File: config.mk
export PLATFORM = sky130hd
export DESIGN_NAME = barrel_thermostat_sequencer
export DESIGN_NICKNAME = d
export VERILOG_FILES = /design/src/bts_pkg.sv /design/src/barrel_thermostat_sequencer.sv /design/src/bts_cfg.sv /design/src/bts_step.sv
export SDC_FILE = /design/constraint.sdc
export NUM_CORES = 1
export LEC_CHECK = 0
export ABC_AREA = 1
export BUFFER_PORTS_ARGS = -buffer_cell sky130_fd_sc_hd__buf_2
export CAP_MARGIN = 40
export CORE_MARGIN = 2
export CORE_UTILIZATION = 64
export DETAILED_ROUTE_END_ITERATION = 12
export PLACE_DENSITY = 0.84
export SLEW_MARGIN = 0
export SYNTH_ARGS = -nofsm -noshare
export SYNTH_HDL_FRONTEND = slang
export SYNTH_SLANG_ARGS = --single-unit
File: constraint.sdc
create_clock -name clk -period 8.2 [get_ports clk]
set_input_delay 0.41 -clock clk [delete_from_list [all_inputs] [get_ports clk]]
set_output_delay 0.41 -clock clk [all_outputs]
set_load 0.02 [all_outputs]
File: src/bts_pkg.sv
// Shared types and codes for the barrel thermostat sequencer.
package bts_pkg;

  localparam int unsigned TempW   = 16;
  localparam int unsigned AmountW = 16;
  localparam int unsigned CfgIdxW = 2;
  localparam int unsigned CfgDataW = 16;
  localparam int unsigned InDataW  = 40;
  localparam int unsigned OutDataW = 32;

  localparam logic signed [TempW-1:0] LowLimitReset  = 16'sd320;   // 20.0 deg
  localparam logic signed [TempW-1:0] HighLimitReset = 16'sd1280;  // 80.0 deg

  typedef enum logic [4:0] {
    PH_WAIT         = 5'd0,
    PH_TOPUP        = 5'd1,
    PH_TOPUP_ERR    = 5'd2,
    PH_RANGE        = 5'd3,
    PH_HEATING      = 5'd4,
    PH_COOLING      = 5'd5,
    PH_PUMP_ON      = 5'd6,
    PH_PUMP_ON_ERR  = 5'd7,
    PH_HEAT_ON      = 5'd8,
    PH_HEAT_ON_ERR  = 5'd9,
    PH_COOL_ON      = 5'd10,
    PH_COOL_ON_ERR  = 5'd11,
    PH_PUMP_OFF     = 5'd12,
    PH_PUMP_OFF_ERR = 5'd13,
    PH_HEAT_OFF     = 5'd14,
    PH_HEAT_OFF_ERR = 5'd15,
    PH_COOL_OFF     = 5'd16,
    PH_COOL_OFF_ERR = 5'd17
  } phase_t;

  typedef enum logic [2:0] {
    TGT_NONE   = 3'd0,
    TGT_PUMP   = 3'd1,
    TGT_HEATER = 3'd2,
    TGT_COOLER = 3'd3,
    TGT_TOPUP  = 3'd4
  } target_t;

  typedef enum logic [2:0] {
    FLT_NONE       = 3'd0,
    FLT_TOPUP      = 3'd1,
    FLT_PUMP_ON    = 3'd2,
    FLT_HEAT_ON    = 3'd3,
    FLT_COOL_ON    = 3'd4,
    FLT_PUMP_OFF   = 3'd5,
    FLT_HEAT_OFF   = 3'd6,
    FLT_COOL_OFF   = 3'd7
  } fault_t;

  typedef enum logic [CfgIdxW-1:0] {
    REG_HEATER_ENABLE = 2'd0,
    REG_COOLER_ENABLE = 2'd1,
    REG_LOW_LIMIT     = 2'd2,
    REG_HIGH_LIMIT    = 2'd3
  } reg_idx_t;

  typedef struct packed {
    logic                    heater_enable;
    logic                    cooler_enable;
    logic signed [TempW-1:0] low_limit;
    logic signed [TempW-1:0] high_limit;
  } cfg_t;

  typedef struct packed {
    logic                    temp_valid;
    logic signed [TempW-1:0] temperature;
    logic                    run_request_valid;
    logic                    run_request_value;
    logic                    topup_request_valid;
    logic [AmountW-1:0]      topup_amount;
    logic                    ack_done;
    logic                    ack_error;
  } item_t;

  typedef struct packed {
    target_t            command_target;
    logic               command_level;
    logic [AmountW-1:0] command_amount;
    phase_t             phase_code;
    fault_t             fault_code;
  } result_t;

  typedef struct packed {
    phase_t                  phase;
    phase_t                  return_phase;
    logic                    impact_is_cooler;
    logic                    running;
    logic [1:0]              run_pending;    // bit1 valid, bit0 start/stop
    logic [AmountW:0]        topup_pending;  // top bit valid
    logic [AmountW-1:0]      topup_latched;
    logic signed [TempW-1:0] last_temperature;
  } state_t;

endpackage

File: src/barrel_thermostat_sequencer.sv
// Top level of the barrel thermostat sequencer: stream ports, tick and result registers.
//
// Each input beat is one control tick and yields exactly one result beat. A beat is
// captured in an input register, goes combinationally through one step of the phase
// sequence and lands in the result register, and a new beat is taken every cycle while
// the result side keeps up. The phase state is updated as the tick moves on to the
// result register. Configuration writes take effect in the cycle after the write beat
// and must be made while no tick is in flight. Temperatures and limits are signed 1/16
// degree values.
module barrel_thermostat_sequencer (
  input  logic                                clk,
  input  logic                                rst_n,
  // in_tdata, from bit 0: temp_valid, temperature[15:0], run_request_valid,
  // run_request_value, topup_request_valid, topup_amount[15:0], ack_done,
  // ack_error, two zero pad bits
  input  logic                                in_tvalid,
  output logic                                in_tready,
  input  logic [bts_pkg::InDataW-1:0]         in_tdata,
  // out_tdata, from bit 0: command_target[2:0], command_level,
  // command_amount[15:0], phase_code[4:0], fault_code[2:0], four zero pad bits
  output logic                                out_tvalid,
  input  logic                                out_tready,
  output logic [bts_pkg::OutDataW-1:0]        out_tdata,
  input  logic                                cfg_valid,
  output logic                                cfg_ready,
  input  logic [bts_pkg::CfgIdxW-1:0]         cfg_index,
  input  logic [bts_pkg::CfgDataW-1:0]        cfg_data
);

  bts_pkg::item_t   in_item_r;
  logic             in_v_r;
  bts_pkg::state_t  state_r;
  bts_pkg::state_t  state_nxt;
  bts_pkg::result_t out_r;
  bts_pkg::result_t step_res;
  logic             out_v_r;
  bts_pkg::cfg_t    cfg;
  bts_pkg::item_t   in_item;
  logic             advance;

  assign in_item.temp_valid          = in_tdata[0];
  assign in_item.temperature         = in_tdata[16:1];
  assign in_item.run_request_valid   = in_tdata[17];
  assign in_item.run_request_value   = in_tdata[18];
  assign in_item.topup_request_valid = in_tdata[19];
  assign in_item.topup_amount        = in_tdata[35:20];
  assign in_item.ack_done            = in_tdata[36];
  assign in_item.ack_error           = in_tdata[37];

  assign cfg_ready = 1'b1;

  bts_cfg u_cfg (
    .clk      (clk),
    .rst_n    (rst_n),
    .wr_en    (cfg_valid),
    .wr_index (cfg_index),
    .wr_data  (cfg_data),
    .cfg_o    (cfg)
  );

  bts_step u_step (
    .state_i  (state_r),
    .cfg_i    (cfg),
    .item_i   (in_item_r),
    .state_o  (state_nxt),
    .result_o (step_res)
  );

  // tick moves to the result register when that slot is free or being drained
  assign advance   = in_v_r && (!out_v_r || out_tready);
  assign in_tready = !in_v_r || advance;

  always_ff @(posedge clk) begin
    if (!rst_n) begin
      in_v_r                   <= 1'b0;
      out_v_r                  <= 1'b0;
      state_r.phase            <= bts_pkg::PH_WAIT;
      state_r.return_phase     <= bts_pkg::PH_WAIT;
      state_r.impact_is_cooler <= 1'b0;
      state_r.running          <= 1'b0;
      state_r.run_pending      <= '0;
      state_r.topup_pending    <= '0;
      state_r.topup_latched    <= '0;
      state_r.last_temperature <= '0;
    end else begin
      if (in_tready)
        in_v_r <= in_tvalid;
      if (advance) begin
        state_r <= state_nxt;
        out_v_r <= 1'b1;
      end else if (out_tready) begin
        out_v_r <= 1'b0;
      end
    end
  end

  always_ff @(posedge clk) begin
    if (in_tready && in_tvalid)
      in_item_r <= in_item;
    if (advance)
      out_r <= step_res;
  end

  assign out_tvalid = out_v_r;
  assign out_tdata  = {4'b0000, out_r.fault_code, out_r.phase_code, out_r.command_amount,
                       out_r.command_level, out_r.command_target};

endmodule

File: src/bts_cfg.sv
// Configuration register file: enables and temperature limits.
module bts_cfg (
  input  logic                                clk,
  input  logic                                rst_n,
  input  logic                                wr_en,
  input  logic [bts_pkg::CfgIdxW-1:0]         wr_index,
  input  logic [bts_pkg::CfgDataW-1:0]        wr_data,
  output bts_pkg::cfg_t                       cfg_o
);

  bts_pkg::cfg_t cfg_r;
  bts_pkg::cfg_t cfg_nxt;

  always_comb begin
    cfg_nxt = cfg_r;
    if (wr_en) begin
      unique case (bts_pkg::reg_idx_t'(wr_index))
        bts_pkg::REG_HEATER_ENABLE: cfg_nxt.heater_enable = wr_data[0];
        bts_pkg::REG_COOLER_ENABLE: cfg_nxt.cooler_enable = wr_data[0];
        bts_pkg::REG_LOW_LIMIT:     cfg_nxt.low_limit     = wr_data;
        bts_pkg::REG_HIGH_LIMIT:    cfg_nxt.high_limit    = wr_data;
        default:                    cfg_nxt = cfg_r;
      endcase
    end
  end

  always_ff @(posedge clk) begin
    if (!rst_n) begin
      cfg_r.heater_enable <= 1'b0;
      cfg_r.cooler_enable <= 1'b0;
      cfg_r.low_limit     <= bts_pkg::LowLimitReset;
      cfg_r.high_limit    <= bts_pkg::HighLimitReset;
    end else begin
      cfg_r <= cfg_nxt;
    end
  end

  assign cfg_o = cfg_r;

endmodule

File: src/bts_step.sv
// One control tick: latch requests, step the phase sequence, form the command.
module bts_step (
  input  bts_pkg::state_t  state_i,
  input  bts_pkg::cfg_t    cfg_i,
  input  bts_pkg::item_t   item_i,
  output bts_pkg::state_t  state_o,
  output bts_pkg::result_t result_o
);

  bts_pkg::state_t  st;
  bts_pkg::result_t res;
  logic signed [bts_pkg::TempW+1:0] t2;
  logic signed [bts_pkg::TempW+1:0] mid2;
  logic run_go;
  logic has_topup;
  logic below;
  logic above;

  always_comb begin
    st = state_i;
    if (item_i.temp_valid)
      st.last_temperature = item_i.temperature;
    if (item_i.run_request_valid)
      st.run_pending = {1'b1, item_i.run_request_value};
    if (item_i.topup_request_valid)
      st.topup_pending = {1'b1, item_i.topup_amount};

    // midpoint kept exact: 2*t against low+high, one extra fraction bit
    t2   = {st.last_temperature[bts_pkg::TempW-1], st.last_temperature, 1'b0};
    mid2 = {{2{cfg_i.low_limit[bts_pkg::TempW-1]}}, cfg_i.low_limit}
         + {{2{cfg_i.high_limit[bts_pkg::TempW-1]}}, cfg_i.high_limit};
    below = st.last_temperature < cfg_i.low_limit;
    above = st.last_temperature > cfg_i.high_limit;

    // running flag as seen once the pending run request is taken
    run_go    = st.run_pending[1] ? st.run_pending[0] : st.running;
    has_topup = st.topup_pending[bts_pkg::AmountW];

    res.command_target = bts_pkg::TGT_NONE;
    res.command_level  = 1'b0;
    res.command_amount = '0;
    res.fault_code     = bts_pkg::FLT_NONE;

    unique case (st.phase)
      bts_pkg::PH_WAIT: begin
        st.running     = run_go;
        st.run_pending = '0;
        if (run_go) begin
          st.phase = bts_pkg::PH_RANGE;
        end else if (has_topup) begin
          st.topup_latched = st.topup_pending[bts_pkg::AmountW-1:0];
          st.topup_pending = '0;
          st.return_phase  = bts_pkg::PH_WAIT;
          st.phase         = bts_pkg::PH_TOPUP;
        end
      end
      bts_pkg::PH_TOPUP: begin
        res.command_target = bts_pkg::TGT_TOPUP;
        res.command_level  = 1'b1;
        res.command_amount = st.topup_latched;
        if (item_i.ack_error)     st.phase = bts_pkg::PH_TOPUP_ERR;
        else if (item_i.ack_done) st.phase = st.return_phase;
      end
      bts_pkg::PH_TOPUP_ERR: begin
        res.fault_code = bts_pkg::FLT_TOPUP;
        st.phase       = st.return_phase;
      end
      bts_pkg::PH_RANGE: begin
        st.running     = run_go;
        st.run_pending = '0;
        if (!run_go) begin
          st.phase = bts_pkg::PH_WAIT;
        end else if (below && cfg_i.heater_enable) begin
          st.impact_is_cooler = 1'b0;
          st.phase            = bts_pkg::PH_PUMP_ON;
        end else if (above && cfg_i.cooler_enable) begin
          st.impact_is_cooler = 1'b1;
          st.phase            = bts_pkg::PH_PUMP_ON;
        end else if (has_topup) begin
          st.topup_latched = st.topup_pending[bts_pkg::AmountW-1:0];
          st.topup_pending = '0;
          st.return_phase  = bts_pkg::PH_RANGE;
          st.phase         = bts_pkg::PH_TOPUP;
        end
      end
      bts_pkg::PH_HEATING: begin
        // midpoint crossing ends the phase before the run request is looked at
        if (t2 >= mid2) begin
          st.phase = bts_pkg::PH_HEAT_OFF;
        end else begin
          st.running     = run_go;
          st.run_pending = '0;
          if (!run_go || !cfg_i.heater_enable) begin
            st.phase = bts_pkg::PH_HEAT_OFF;
          end else if (has_topup) begin
            st.topup_latched = st.topup_pending[bts_pkg::AmountW-1:0];
            st.topup_pending = '0;
            st.return_phase  = bts_pkg::PH_HEATING;
            st.phase         = bts_pkg::PH_TOPUP;
          end
        end
      end
      bts_pkg::PH_COOLING: begin
        if (t2 <= mid2) begin
          st.phase = bts_pkg::PH_COOL_OFF;
        end else begin
          st.running     = run_go;
          st.run_pending = '0;
          if (!run_go || !cfg_i.cooler_enable) begin
            st.phase = bts_pkg::PH_COOL_OFF;
          end else if (has_topup) begin
            st.topup_latched = st.topup_pending[bts_pkg::AmountW-1:0];
            st.topup_pending = '0;
            st.return_phase  = bts_pkg::PH_COOLING;
            st.phase         = bts_pkg::PH_TOPUP;
          end
        end
      end
      bts_pkg::PH_PUMP_ON: begin
        res.command_target = bts_pkg::TGT_PUMP;
        res.command_level  = 1'b1;
        if (item_i.ack_error)     st.phase = bts_pkg::PH_PUMP_ON_ERR;
        else if (item_i.ack_done) st.phase = st.impact_is_cooler ? bts_pkg::PH_COOL_ON
                                                                  : bts_pkg::PH_HEAT_ON;
      end
      bts_pkg::PH_PUMP_ON_ERR: begin
        res.fault_code = bts_pkg::FLT_PUMP_ON;
        st.phase       = bts_pkg::PH_WAIT;
      end
      bts_pkg::PH_HEAT_ON: begin
        res.command_target = bts_pkg::TGT_HEATER;
        res.command_level  = 1'b1;
        if (item_i.ack_error)     st.phase = bts_pkg::PH_HEAT_ON_ERR;
        else if (item_i.ack_done) st.phase = bts_pkg::PH_HEATING;
      end
      bts_pkg::PH_HEAT_ON_ERR: begin
        res.fault_code = bts_pkg::FLT_HEAT_ON;
        st.phase       = bts_pkg::PH_PUMP_OFF;
      end
      bts_pkg::PH_COOL_ON: begin
        res.command_target = bts_pkg::TGT_COOLER;
        res.command_level  = 1'b1;
        if (item_i.ack_error)     st.phase = bts_pkg::PH_COOL_ON_ERR;
        else if (item_i.ack_done) st.phase = bts_pkg::PH_COOLING;
      end
      bts_pkg::PH_COOL_ON_ERR: begin
        res.fault_code = bts_pkg::FLT_COOL_ON;
        st.phase       = bts_pkg::PH_PUMP_OFF;
      end
      bts_pkg::PH_PUMP_OFF: begin
        res.command_target = bts_pkg::TGT_PUMP;
        if (item_i.ack_error)     st.phase = bts_pkg::PH_PUMP_OFF_ERR;
        else if (item_i.ack_done) st.phase = bts_pkg::PH_RANGE;
      end
      bts_pkg::PH_PUMP_OFF_ERR: begin
        res.fault_code = bts_pkg::FLT_PUMP_OFF;
        st.phase       = bts_pkg::PH_RANGE;
      end
      bts_pkg::PH_HEAT_OFF: begin
        res.command_target = bts_pkg::TGT_HEATER;
        if (item_i.ack_error)     st.phase = bts_pkg::PH_HEAT_OFF_ERR;
        else if (item_i.ack_done) st.phase = bts_pkg::PH_PUMP_OFF;
      end
      bts_pkg::PH_HEAT_OFF_ERR: begin
        res.fault_code = bts_pkg::FLT_HEAT_OFF;
        st.phase       = bts_pkg::PH_RANGE;
      end
      bts_pkg::PH_COOL_OFF: begin
        res.command_target = bts_pkg::TGT_COOLER;
        if (item_i.ack_error)     st.phase = bts_pkg::PH_COOL_OFF_ERR;
        else if (item_i.ack_done) st.phase = bts_pkg::PH_PUMP_OFF;
      end
      bts_pkg::PH_COOL_OFF_ERR: begin
        res.fault_code = bts_pkg::FLT_COOL_OFF;
        st.phase       = bts_pkg::PH_RANGE;
      end
      default: begin
        st.phase = bts_pkg::PH_WAIT;
      end
    endcase

    res.phase_code = st.phase;
  end

  assign state_o  = st;
  assign result_o = res;

endmodule

Yosys cells after proc, flatten, opt, wreduce, memory -nomap -nowiden:

Index checks and enable logic that the tools add are counted.

* input bits: 63
* flip-flop bits (word level): 165
* output and inout bits: 35
* logic and storage cells: 153

* add/sub/neg operators: 1
* mux-type cells: 57
* $lt $le $gt $ge: 4
* reductions and logical operators: 32
* equality and inequality tests: 32

Operators by type and width (number)
* 33-bit two-way mux: 6
* 36-bit one-hot mux with 4 select lines: 1
* 5-bit two-way mux: 28
* 36-bit two-way mux: 2
* 5-bit one-hot mux with 14 select lines: 1
* 5-bit by 4-bit == test with 1-bit output, second input constant: 8
* 10-bit two-way mux: 4
* 32-bit two-way mux: 1
* 3-bit one-hot mux with 7 select lines: 1
* 5-bit by 3-bit == test with 1-bit output, second input constant: 4
* 5-bit one-hot mux with 4 select lines: 1
* 16-bit by 16-bit adder with 17-bit output: 1
* 17-bit greater-or-equal comparator: 1
* 17-bit <= comparator: 1
* 17-bit two-way mux: 1
* 16-bit > comparator: 1
* 16-bit less-than comparator: 1
* 16-bit two-way mux: 1
* 2-bit inequality test, second input constant: 7
* 14-bit AND reduction: 1
* 3-bit one-hot mux with 4 select lines: 1
* 5-bit by 2-bit == test with 1-bit output, second input constant: 2
* 5-bit == test, second input constant: 2
* 2-bit by 1-bit inequality test with 1-bit output, second input constant: 5
* other kinds (19): 44

Depth between registers and ports, before layout:

* depth in word-level cells: 7
* gate-level depth with buffers: 28
* gate-level depth less buffers: 27

By module:

Synthesis repeated with hierarchy kept, for this count alone.

* cells, all modules: 1736
* area, all modules: 11718.7 um^2

Modules (own cells, without submodules)
* bts_step: cells an instance 1023, times used 1, area an instance 5400.2 um^2
* barrel_thermostat_sequencer: cells an instance 498, times used 1, area an instance 4901.0 um^2
* bts_cfg: cells an instance 215, times used 1, area an instance 1417.6 um^2

Least setup slack after synthesis:

OpenSTA, ideal clock, no wires.

* kind: register to register
* from: register u_cfg.cfg_r (netlist bit u_cfg.cfg_o[0])
* to: register state_r[38] in the netlist's numbering
* library setup time: 0.132 ns
* stages on the path, launching flop included: 25
* slack: 4.617 ns
* required time: 8.068 ns
* data arrival time: 3.450 ns
* clock period less this slack: 3.583 ns
* cells stage by stage: dfxtp_1 ha_1 inv_1 fa_1 o31ai_1 nand3_1 o2111ai_1 nand2_1 a221oi_1 ha_1 nand2_2 inv_1 o21ai_1 nand2_1 nor2_1 nand4_1 nand2_4 nand2_4 nand2_4 nand3_1 nor2_1 nand2_4 buf_6 nand2_1 a21oi_1

* longest elaborated chain between the ends: 6
* elaborated cells on any way between the ends: 11

RTL lines
* from (decl): line bts_cfg.sv:11 `bts_pkg::cfg_t cfg_r;`
* from (signal assigned): line bts_cfg.sv:34 `cfg_r <= cfg_nxt;`
* branches (longest 5 deep; another with 16-bit by 16-bit adder with 17-bit output)
* 36-bit one-hot mux with 4 select lines (*): line bts_step.sv:44 `unique case (st.phase)`
* to (signal assigned): line barrel_thermostat_sequencer.sv:89 `state_r <= state_nxt;`
* to (decl): line barrel_thermostat_sequencer.sv:32 `bts_pkg::state_t state_r;`

Every way passes the cells marked *. The select of a mux whose other input is x is not followed.
A chain may end at the register's enable or synchronous reset.

Final worst setup path:

* from: register u_cfg.cfg_r (netlist bit u_cfg.cfg_o[16])
* to: register state_r[21] in the netlist's numbering

* longest elaborated chain between the ends: 4
* elaborated cells on any way between the ends: 9

RTL lines
* 16-bit by 16-bit adder with 17-bit output / 16-bit less-than comparator (equally long branches): line bts_step.sv:31, bts_step.sv:32
* 17-bit <= comparator, or another cell as far along: line bts_step.sv:104 `if (t2 <= mid2) begin`
* 2-bit inequality test (no source line)
* 10-bit AND reduction (no source line) (*)

Mark *: on every way between the ends. The rest lies on a longest branch, timed or not.

==> metrics.md <==
| Metric | Value |
|---|---|
| Setup TNS Final | 0 ps |
| Core box area | 0.0140 sq mm |
| First-iteration detailed-routing DRC count | 757 |
| Worst skew pair latency | 440 ps |
| Power per cell area | 208 mW/mm^2 |
| Fin crit share | 55.3% |
| Final nets | 1335 |
| Largest stage delay on the critical path | 490 ps |
| Pint | 1520 uW |
| HP Class | primary input to flop |
| TritonCTS clock tree | yes |
| WHS Path Cells | 1 |
| Effective utilization at floorplan | 66.0% |
| Critical Path Most Common Cell | nand2_1 |
| Post-synthesis instance area | 0.00924 sq mm |
| Switching share of power | 29.5% |
| Outcome | finished, final reports clean |
| Final instance area | 0.0104 sq mm |
| Post-synth ARST share | 0% |
| Synthesis-to-layout area growth | 12.4% |
| Die Y-Extent | 124 microns |
| Multi-input logic area | 0.00448 sq mm |
| Clock Sinks | 163 |
| ANT nets after route | 0 |
| Post-CTS Setup Inserts | 0 |
| Port Buf Inserts | 90 |
| Worst slew pin tran | 797 ps |
| Chip width | 124 microns |
| Mapped Avg Cell Area | 8.16 sq um |
| Sw Pwr | 638 uW |
| Syn Inst Count | 1132 |
| Post-CTS resize count | 0 |
| Crit path required time | 8570 ps |
| Final max-slew violation count | 0 |
| Fill cell count | 1054 |
| Slew HR | 46.8% |
| VDD IR-drop max | 0.000174 V |
| Flops & latches, synth | 163 |
| Detail Placement HPWL | 14.7 mm |
| GPL Wtd Cong | 0.935 |
| Vias in the first global route | 7635 |
| Reg power frac | 42.5% |
| Residual overflow from global routing | 0 |
| Drt first pass iters | 6 |
| Num CTS Buffers | 17 |
| Clock transition at path regs | 70 ps |
| Antenna violations before repair | 0 |
| DR WL/cell | 15.3 microns |
| Drt total wl | 21.4 mm |
| Fraction of layout cells with a size suffix above 1 | 16.6% |
| Pin count of the biggest net entering global routing | 73 |
| Total number of vias | 7897 |
| Worst r2r path cells | 24 |
| Arrival time at the worst endpoint | 4900 ps |
| CP Launch Type | flop |
| Root Buffer | clkbuf_16 |
| Prevailing post-synth register cell | dfxtp_1 |
| RSZ-0062 raised after global routing | false |
| EDFF count, synth | 66 |
| CP Max Fanout | 16 |
| Setup Skew | 13.1 ps |
| WHS | 143 ps |
| Fmax | 0.221 GHz |
| Tmin final | 4530 ps |
| Sequential Area | 0.00392 sq mm |
| Distinct cell type count after synthesis | 57 |
| Clock Path Buffers | 2 |
| Rows | 43 |
| CTS hold repair buffers | 0 |
| Setup violators final | 0 |
| Clock share of power | 38.4% |
| H-tree levels | 4 |
| CP Class | flop to flop |
| Max cap viols | 0 |
| First-pass GRT wire length | 35.2 mm |
| Sequential share of the synthesized area | 42.5% |
| Die Area | 0.0154 sq mm |
| Leak Pwr | 0.00474 uW |
| Vias per inst | 5.63 |
| Final core occ | 74.2% |
| CP Cell Sequence | ha_1 -> inv_1 -> fa_1 -> o31ai_1 -> nand3_1 -> o2111ai_1 -> nand2_1 -> a221oi_1 -> ha_1 -> nand2_2 -> inv_1 -> o21ai_1 -> nand2_1 -> nor2_1 -> nand3_1 -> nand2_1 -> nand2_4 -> nand2_2 -> o21ai_4 -> nor2_8 -> nand3_4 -> nand2_1 -> nand2_1 -> nor2_1 |
| DRC | 0 |
| Synth warn | 0 |
| Overall routing resource usage | 29.2% |
| Critical path's slowest cell | o31ai_1 |
| Final hold vios | 0 |
| Placed Area | 0.00978 sq mm |
| Crit end category | flop |
| I/O pin cnt | 98 |
| Combinational power share | 19.1% |
==> cells in the mapped netlist (all sizes together), types with 4 or more instances <==
master / instances / area share, %
a31oi: 5 / 0.34
nor3: 10 / 0.54
o21ai: 107 / 5.9
nor2: 119 / 6.0
a21oi: 112 / 6.2
nand3: 47 / 2.7
mux2i: 16 / 1.7
buf: 14 / 1.3
ha: 63 / 8.5
clkbuf: 30 / 1.4
nand2: 225 / 11
dfxtp: 97 / 21
nand4: 12 / 0.88
nor4: 6 / 0.41
or2: 4 / 0.27
inv: 153 / 6.3
xor2: 11 / 1.0
o211ai: 5 / 0.41
clkinv: 4 / 0.18
edfxtp: 66 / 21
==> sequential cells by signal (all words and copies together) (netlist names) <==
name         cells
in_v_r           1
out_tdata       28
state_r         61
out_tvalid       1
u_cfg.cfg_o     34
in_item_r       38
==> path summary, 6_finish.rpt <==
path                                 startpoint       endpoint  slack, ps
worst max-delay path            u_cfg.cfg_o[16]    state_r[21]       3670
worst min-delay path               in_tdata[17]  in_item_r[20]        140
worst max register to register  u_cfg.cfg_o[16]    state_r[21]       3670
worst min register to register       state_r[9]     state_r[9]        450
==> metrics by stage <==
step / worst slack [ps] / cells / total power, uW
after floorplan: 4620 / 1135 / 1240
after global placement: 3980 / 1366 / 1320
after detailed placement: 3860 / 1369 / 1330
after CTS: 3750 / 1401 / 2160
after global routing: 3420 / 1401 / 2250
final: 3670 / 1402 / 2160
==> per-layer routing <==
metal  global-route usage (%)  vias up  share of wire [%]  wire, microns
li1                         -     3900                  -              -
met5                        0        -                  0              0
met2                     49.7      289                 48          10200
met1                     36.1     3645                 43           9220
met3                     6.46       63                6.2           1340
met4                     11.1        0                3.1            667
==> power groups by stage <==
stage          clock network (uW)  registers (uW)  logic [uW]
2_1_floorplan                   0             937         303
3_3_place_gp                    0             934         382
3_5_place_dp                    0             934         400
4_1_cts                       835             917         409
5_1_grt                       869             922         464
6_report                      829             917         412
==> critical path, delay by kind of cell, from the launching register on <==
kind	cells	cell delay (ps)
flip-flops	1	400
buffers and inverters	2	110
adder cells (fa/ha/maj)	3	930
AO/OA/AOI/OAI	5	1110
AND/OR/NAND/NOR	14	1880
==> cells in the final DEF, fill, tap and decap left out, drive strengths merged, types with 2 or more instances in the layout <==
| cell | instances |
|---|---|
| bufinv | 3 |
| nand4 | 12 |
| o2111ai | 3 |
| dfxtp | 97 |
| a31oi | 5 |
| a211oi | 3 |
| clkbuf | 19 |
| nor4 | 6 |
| o211ai | 5 |
| a21oi | 112 |
| xnor2 | 3 |
| o21ai | 107 |
| ha | 63 |
| inv | 161 |
| o21a | 2 |
| o31ai | 2 |
| nand2 | 225 |
| clkinv | 6 |
| buf | 98 |
| mux2i | 16 |
| nor2 | 119 |
| conb | 5 |
| or2 | 4 |
| edfxtp | 66 |
| nand3 | 47 |
| o21bai | 2 |
| xor2 | 11 |
| nor3 | 10 |
==> cells by family (layout without fill, tap and decap cells) <==
group	Yosys count	after routing	synth area share (%)
adders and majority gates	64	64	8.75
xor gates and xnor gates	14	14	1.33
DFF	163	163	42.5
AOI/OAI and AO/OA	247	247	14.5
and+or+nand+nor	425	425	22.0
buffers and inverters	201	287	9.20
muxes	16	16	1.73
other	2	6	0.0813
==> area by class of cell <==
cell class,instances,area share [%]
inverters,157,5.78
multi-input cells,771,43.1
repair buffers,98,5.30
flip-flops and latches,163,37.8
clock inverters,13,1.67
clock buffers,19,4.17
well taps,180,2.17
diodes,1,0.0241
(Power assumes the default switching activity.)
